<file path="src/krg_pkg.sv">
// Package for the key repeat generator: command, action and register codes,
// the result record type and the timer limit. No dependencies.
`timescale 1ns / 1ps

package krg_pkg;

    // Input command codes.
    localparam logic [1:0] CMD_KEY    = 2'd0;
    localparam logic [1:0] CMD_TOGGLE = 2'd1;
    localparam logic [1:0] CMD_TICK   = 2'd2;

    // Result action codes.
    localparam logic [1:0] ACT_PASS    = 2'd0;
    localparam logic [1:0] ACT_PRESS   = 2'd1;
    localparam logic [1:0] ACT_RELEASE = 2'd2;
    localparam logic [1:0] ACT_LED     = 2'd3;

    // Configuration register indexes.
    localparam logic [2:0] REG_DELAY    = 3'd0;
    localparam logic [2:0] REG_INTERVAL = 3'd1;
    localparam logic [2:0] REG_EXCLUDED = 3'd2;
    localparam logic [2:0] REG_FIRST    = 3'd3;
    localparam logic [2:0] REG_LAST     = 3'd4;

    // Reset values of the configuration registers.
    localparam logic [15:0] DELAY_RST    = 16'd115;
    localparam logic [6:0]  INTERVAL_RST = 7'd13;
    localparam logic [15:0] EXCLUDED_RST = 16'd44;
    localparam logic [15:0] FIRST_RST    = 16'd4;
    localparam logic [15:0] LAST_RST     = 16'd82;

    // Saturation limit of the millisecond counters.
    localparam logic [19:0] TIME_MAX = 20'hFFFFF;

    // One result item.
    typedef struct packed {
        logic [1:0]  action;
        logic [15:0] out_key;
        logic        repeat_on;
        logic        last;
    } result_t;

endpackage

</file>
<file path="src/key_repeat_generator.sv">
// An accepted item is held in the input register and processed once the result
// buffer can take its results; they are registered into the result buffer.
// One item per cycle while the receiver is ready and items produce one result each;
// an item with two results holds up the next item until one has been taken (two-slot buffer).
// Reset (aresetn low, synchronous) restores configuration defaults, enables
// repeat, clears the held key and timers, and empties all buffers.
// Top level of the key repeat generator. Depends on krg_pkg.
`timescale 1ns / 1ps

module key_repeat_generator
    import krg_pkg::*;
(
    input  logic        aclk,
    input  logic        aresetn,
    // Input items
    input  logic        s_valid,
    output logic        s_ready,
    input  logic [1:0]  s_command,
    input  logic [15:0] s_key_code,
    input  logic        s_pressed,
    // Result items
    output logic        m_valid,
    input  logic        m_ready,
    output logic [1:0]  m_action,
    output logic [15:0] m_out_key,
    output logic        m_repeat_on,
    output logic        m_last,
    // Configuration writes
    input  logic        cfg_valid,
    output logic        cfg_ready,
    input  logic [2:0]  cfg_index,
    input  logic [15:0] cfg_data
);

    // Configuration registers.
    logic [15:0] delay_reg;
    logic [6:0]  interval_reg;
    logic [15:0] excluded_reg;
    logic [15:0] first_reg;
    logic [15:0] last_reg;

    // Repeat state.
    logic        enabled_reg,   enabled_next;
    logic        running_reg,   running_next;
    logic [15:0] held_reg,      held_next;
    logic [19:0] elapsed_reg,   elapsed_next;
    logic [19:0] threshold_reg, threshold_next;

    // Input register.
    logic        in_valid_reg;
    logic [1:0]  in_cmd_reg;
    logic [15:0] in_key_reg;
    logic        in_pressed_reg;

    // Two-slot result buffer; slot 0 is presented on the port.
    result_t     res0_reg, res1_reg;
    logic [1:0]  res_cnt_reg;

    // Results of the item in the input register.
    result_t     r0, r1;
    logic [1:0]  n_res;
    logic        proc_item;
    logic        handled;
    logic [19:0] elapsed_inc;
    logic [20:0] thr_sum;

    assign cfg_ready = 1'b1;

    // The held item is processed when the result buffer can take its results.
    assign proc_item = in_valid_reg &&
                       ((res_cnt_reg == 2'd0) || ((res_cnt_reg == 2'd1) && m_ready));
    assign s_ready = !in_valid_reg || proc_item;

    assign m_valid     = (res_cnt_reg != 2'd0);
    assign m_action    = res0_reg.action;
    assign m_out_key   = res0_reg.out_key;
    assign m_repeat_on = res0_reg.repeat_on;
    assign m_last      = res0_reg.last;

    // Configuration write.
    always_ff @(posedge aclk) begin
        if (!aresetn) begin
            delay_reg    <= DELAY_RST;
            interval_reg <= INTERVAL_RST;
            excluded_reg <= EXCLUDED_RST;
            first_reg    <= FIRST_RST;
            last_reg     <= LAST_RST;
        end else if (cfg_valid && cfg_ready) begin
            case (cfg_index)
                REG_DELAY:    delay_reg    <= cfg_data;
                REG_INTERVAL: interval_reg <= cfg_data[6:0];
                REG_EXCLUDED: excluded_reg <= cfg_data;
                REG_FIRST:    first_reg    <= cfg_data;
                REG_LAST:     last_reg     <= cfg_data;
                default:      ;
            endcase
        end
    end

    // Input register: loads a new item whenever the previous one moves on.
    always_ff @(posedge aclk) begin
        if (!aresetn) begin
            in_valid_reg <= 1'b0;
        end else if (s_ready) begin
            in_valid_reg <= s_valid;
        end
    end

    always_ff @(posedge aclk) begin
        if (s_ready && s_valid) begin
            in_cmd_reg     <= s_command;
            in_key_reg     <= s_key_code;
            in_pressed_reg <= s_pressed;
        end
    end

    // Item processing: next state and up to two results.
    always_comb begin
        enabled_next   = enabled_reg;
        running_next   = running_reg;
        held_next      = held_reg;
        elapsed_next   = elapsed_reg;
        threshold_next = threshold_reg;
        n_res          = 2'd0;
        r0             = '0;
        r1             = '0;

        handled = (in_key_reg >= first_reg) && (in_key_reg <= last_reg) &&
                  (in_key_reg != excluded_reg) && enabled_reg;
        elapsed_inc = (elapsed_reg == TIME_MAX) ? TIME_MAX : elapsed_reg + 20'd1;
        thr_sum = {1'b0, threshold_reg} + {14'd0, interval_reg};

        case (in_cmd_reg)
            CMD_KEY: begin
                if (!handled) begin
                    r0.action  = ACT_PASS;
                    r0.out_key = in_key_reg;
                    n_res      = 2'd1;
                end else if (in_pressed_reg) begin
                    if (running_reg) begin
                        r0.action  = ACT_RELEASE;
                        r0.out_key = held_reg;
                        r1.action  = ACT_PRESS;
                        r1.out_key = in_key_reg;
                        n_res      = 2'd2;
                    end else begin
                        r0.action  = ACT_PRESS;
                        r0.out_key = in_key_reg;
                        n_res      = 2'd1;
                    end
                    held_next      = in_key_reg;
                    running_next   = 1'b1;
                    elapsed_next   = '0;
                    threshold_next = {4'd0, delay_reg};
                end else if (in_key_reg == held_reg) begin
                    running_next = 1'b0;
                    r0.action    = ACT_RELEASE;
                    r0.out_key   = in_key_reg;
                    n_res        = 2'd1;
                end
            end
            CMD_TOGGLE: begin
                enabled_next = in_pressed_reg ? !enabled_reg : enabled_reg;
                r0.action    = ACT_LED;
                r0.out_key   = '0;
                n_res        = 2'd1;
                if (!enabled_next && running_reg) begin
                    running_next = 1'b0;
                    r1.action    = ACT_RELEASE;
                    r1.out_key   = held_reg;
                    n_res        = 2'd2;
                end
            end
            CMD_TICK: begin
                elapsed_next = elapsed_inc;
                if (running_reg && enabled_reg && (elapsed_inc > threshold_reg)) begin
                    r0.action      = ACT_RELEASE;
                    r0.out_key     = held_reg;
                    r1.action      = ACT_PRESS;
                    r1.out_key     = held_reg;
                    n_res          = 2'd2;
                    threshold_next = (thr_sum > {1'b0, TIME_MAX}) ? TIME_MAX
                                                                 : thr_sum[19:0];
                end
            end
            default: ;
        endcase

        // Every result reports the flag as it stands after this item.
        r0.repeat_on = enabled_next;
        r1.repeat_on = enabled_next;
        r0.last      = (n_res == 2'd1);
        r1.last      = (n_res == 2'd2);
    end

    // Repeat state update.
    always_ff @(posedge aclk) begin
        if (!aresetn) begin
            enabled_reg   <= 1'b1;
            running_reg   <= 1'b0;
            held_reg      <= '0;
            elapsed_reg   <= '0;
            threshold_reg <= '0;
        end else if (proc_item) begin
            enabled_reg   <= enabled_next;
            running_reg   <= running_next;
            held_reg      <= held_next;
            elapsed_reg   <= elapsed_next;
            threshold_reg <= threshold_next;
        end
    end

    // Result buffer: fills from the processed item, drains one item per handshake.
    always_ff @(posedge aclk) begin
        if (!aresetn) begin
            res_cnt_reg <= 2'd0;
        end else if (proc_item) begin
            res_cnt_reg <= n_res;
        end else if (m_valid && m_ready) begin
            res_cnt_reg <= res_cnt_reg - 2'd1;
        end
    end

    always_ff @(posedge aclk) begin
        if (proc_item) begin
            res0_reg <= r0;
            res1_reg <= r1;
        end else if (m_valid && m_ready) begin
            res0_reg <= res1_reg;
        end
    end

`ifndef SYNTH
    // The buffer never holds more than two results.
    assert property (@(posedge aclk) disable iff (!aresetn) res_cnt_reg != 2'd3)
        else $error("result buffer overflow");

    // A full buffer always holds the first of a pair, which is never the last.
    assert property (@(posedge aclk) disable iff (!aresetn)
        (res_cnt_reg == 2'd2) |-> !res0_reg.last)
        else $error("first of two results marked last");

    // An empty input register always takes a new item.
    assert property (@(posedge aclk) disable iff (!aresetn) !in_valid_reg |-> s_ready)
        else $error("input stalled while empty");

    // A key can only be running while repeat is enabled.
    assert property (@(posedge aclk) disable iff (!aresetn) running_reg |-> enabled_reg)
        else $error("repeat running while disabled");
`endif

endmodule

</file>
<file path="config.mk">
export PLATFORM = sky130hd
export DESIGN_NAME = key_repeat_generator
export DESIGN_NICKNAME = d
export VERILOG_FILES = /design/src/krg_pkg.sv /design/src/key_repeat_generator.sv
export SDC_FILE = /design/constraint.sdc
export NUM_CORES = 1
export LEC_CHECK = 0
export BUFFER_PORTS_ARGS = -buffer_cell sky130_fd_sc_hd__buf_2
export CAP_MARGIN = 20
export CORE_UTILIZATION = 25
export CTS_CLUSTER_DIAMETER = 100
export CTS_CLUSTER_SIZE = 25
export DETAILED_ROUTE_END_ITERATION = 8
export PLACE_DENSITY_LB_ADDON = 0.08
export SLEW_MARGIN = 40
export SYNTH_ARGS = -nofsm -noshare
export SYNTH_HDL_FRONTEND = slang
export SYNTH_SLANG_ARGS = --single-unit
</file>
<file path="constraint.sdc">
create_clock -name aclk -period 4.3 [get_ports aclk]
set_input_delay 0.215 -clock aclk [delete_from_list [all_inputs] [get_ports aclk]]
set_output_delay 0.215 -clock aclk [all_outputs]
set_load 0.01 [all_outputs]
</file>
==> metrics.md <==
| Metric | Value |
|---|---|
| Ports | `between 60 and 70` |
| Crit path DAT | `approximately 4.4 ns` |
| Port Buf Inserts | `64` |
| Crit path cell chain | `ha_4 > and3_1 > nand4_1 > or3_1 > buf_4 > nor2_2 > a21oi_1 > a21oi_1 > ha_1 > nand4_1 > nor4_4 > o31a_1 > o211ai_1 > buf_4 > buf_4 > nand2_4 > o21ai_0 > a221oi_1` |
| Post-synthesis sequential area ratio | `a little over two fifths` |
| Area grow syn2layout | `18.70%` |
| GRT Total Usage | `15.45%` |
| Die ar. | `0.04119 mm2` |
| Max-slew headroom | `about 45%` |
| Num Clock Sinks | `about 190` |
| Share of cells above drive strength 1 | `between 10% and 20%` |
| Worst-skew pair later-pin latency | `around 0.47 ns` |
| Critical path required time | `4.67 ns` |
| Max incr delay on CP | `0.43 ns` |
| Grt total ovfl | `0` |
| R2R setup slack | `between 0.2 and 0.3 ns` |
| Critical Path End | `res_cnt_reg[1]` |
| Total negative slack | `0 ns` |
| Via/cell ratio | `roughly 4.7` |
| RR Endpoint | `res_cnt_reg[1]` |
| Finished Layout Cells | `about 1,700` |
| DIE HEIGHT | `~200 um` |
| RePlAce Congestion | `between 0.7 and 0.8` |
| Vias | `8,234` |
| Reg-to-Reg Start | `elapsed_reg[1]` |
| Predominant post-synthesis flop cell | `dfxtp_1` |
| Ant. Diodes | `0` |
| Drt first-iter violations | `~450` |
| Cell row count | `73` |
| Total power | `approximately 0.0042 W` |
| Pin count of the biggest net entering global routing | `69` |
| Syn_nets | `1,227` |
| Final hold vios | `0` |
| Final Util | `30.09%` |
| DRC viols | `0` |
| HPWL Detailed | `21,500 um` |
| Clk_skew | `around 0.021 ns` |
| Max VDD drop | `between 0.2 and 0.3 mV` |
| Max frequency | `about 250 MHz` |
| Max_cap viols | `0` |
| Seq cells post-synth | `roughly 190` |
| Clock-pin slew on the worst setup and hold paths | `0.08 ns` |
| Startpoint class of the critical path | `flop` |
| Level count of the clock H-tree | `4` |
| Final setup viols | `0` |
| Post-synthesis cell area | `~0.010 mm2` |
| Inserted Clock Buffers | `17` |
| Final period util | `a little over 90%` |
| Final Max Slew Viols | `0` |
| Slowest CP cell | `or3_1` |
| Netlist cell types | `63` |
| Worst slew pin tran | `about 0.81 ns` |
| Initial Util | `roughly a quarter` |
| Wirelength per Cell | `17.64 um` |
| Post-route ant nets | `0` |
| Drt pass-1 iters | `5` |
| Vias in the first global route | `8,101` |
| Status | `finished clean` |
| Post-synth EDFFs | `59` |
| Final period demand of the worst path | `approximately 4 ns` |
| LEAKAGE | `between 4 and 5 nW` |
| Clk buf depth | `2` |
| Synth warn | `0` |
| Async set-or-reset flop fraction in the synthesized netlist | `0%` |
| Crit path max fanout | `17` |
| Synth Instances | `between 1,000 and 1,500` |
| CP endpoint kind | `flop` |
| Clock Root Buffer | `clkbuf_16` |
| Cells after DPL | `about 1,700` |
| Cell Pwr Density | `approximately 350 mW/mm2` |
| Final WL | `30,720 um` |
| Critical path startpoint | `elapsed_reg[1]` |
| First-pass GRT wire length | `a little under 50,000 um` |
| Nets | `approximately 1,300` |
| CTS tree | `built` |
| Die width | `202.9 um` |
| Worst r2r path cells | `18` |
| Average size of a mapped cell | `roughly 9 um2` |
| Most used cell along the critical path | `buf_4` |
| Core footprint | `between 0.03 and 0.04 mm2` |
| Worst Hold Class | `input pin to flop` |
| Critical path class | `flop to flop` |
| Initial antenna violation count | `0` |
[where the power goes]
group	internal [W]	switching, W
combinational	0.000224	0.000344
clock	0.000756	0.000809
sequential	0.00198	0.0000842
total	0.00296	0.00124
[cell usage in the layout, fill, tap and decap left out, types with 27 or more instances in the layout]
cell	n
a21oi_1	90
buf_2	64
buf_4	39
dfxtp_1	130
edfxtp_1	59
ha_1	61
inv_1	59
mux2i_1	27
nand2_1	184
nand3_1	47
nor2_1	61
o21ai_0	39
xnor2_1	47
[area by class of cell]
type | count | area [um2]
Tap cell | 525 | 656.9
Sequential cell | 191 | 4419
Fill cell | 4327 | 27840
Multi-Input combinational cell | 804 | 5216
Clock buffer | 17 | 425.4
Timing Repair Buffer | 128 | 904.6
Clock inverter | 15 | 127.6
Inverter | 62 | 232.7
[Yosys cell counts, types with 5 or more instances]
library cell	number	share of area (%)
nand2_1	185	6.9
dfxtp_1	132	26
a21oi_1	90	4.5
ha_1	62	7.7
nor2_1	62	2.3
inv_1	61	2.3
edfxtp_1	59	18
nand3_1	47	2.3
xnor2_1	47	4.1
clkbuf_1	46	1.7
o21ai_0	39	1.9
mux2i_1	27	2.7
nand4_1	26	1.6
and2_1	23	1.4
a221o_1	17	1.7
a22o_1	17	1.5
o211ai_1	16	1.2
a31oi_1	15	0.93
buf_2	11	0.55
o221a_2	11	1.2
nor3_1	9	0.45
a21o_1	8	0.59
and3_1	8	0.50
o221ai_1	8	0.69
nor2b_1	7	0.43
o21a_1	7	0.52
a211oi_1	6	0.45
nand2b_1	6	0.37
or3_1	6	0.37
nor4_1	5	0.31
xor2_1	5	0.43
[cell families after synthesis]
family                     count (synthesis)  synth area share, %
xor gates and xnor gates                  52                4.512
other                                      1              0.03715
AOI/OAI and AO/OA                        267                18.33
adders and majority gates                 63                7.883
muxes                                     27                2.677
and+or+nand+nor                          394                17.75
DFF                                      191                43.73
buffers and inverters                    126                5.082
[worst max-delay path: cells and delay by family, from the launching register on]
| kind | cells | cell delay [ns] |
|---|---|---|
| and+or+nand+nor | 7 | 1.78 |
| buffers and inverters | 3 | 0.48 |
| adders and majority gates | 2 | 0.31 |
| DFF | 1 | 0.36 |
| AOI/OAI and AO/OA | 6 | 1.00 |
[worst min path at each step]
stage / start / endpoint / slack (ns) / cells past startpoint
final: cfg_data[13] / first_reg[13] / 0.03 / 3
after global routing: cfg_data[12] / first_reg[12] / 0.01 / 3
after CTS: cfg_data[11] / first_reg[11] / 0.01 / 3
after detailed placement: s_key_code[8] / in_key_reg[8] / 0.39 / 1
after global placement: s_key_code[14] / in_key_reg[14] / 0.39 / 1
after floorplan: s_command[0] / in_cmd_reg[0] / 0.31 / 0
[per-stage QoR]
step	hold slack, ns	area (um2)	setup WS, ns
after floorplan	0.3139	10130	0.009347
after global placement	0.3932	11190	0.01678
after detailed placement	0.3938	11190	-0.05619
after CTS	0.01076	11950	0.009126
after global routing	0.01491	11980	-0.01273
final	0.03369	11980	0.2957
[timing repair]
action | CTS | global route
setup endpoints to repair | 17 | 35
gates cloned | 0 | 0
pin swaps | 1 | 0
hold endpoints to repair | 20 | 0
setup buffers | 1 | 0
gates resized for setup | 0 | 5
hold buffers | 20 | 0
[layer usage]
metal  track usage (%)  share of wire [%]
met5                 0                  0
met4             3.733               0.87
met3             2.970                2.8
met2             24.27                 45
met1             21.65                 51
Note: power is estimated with default switching activity, not from simulation.
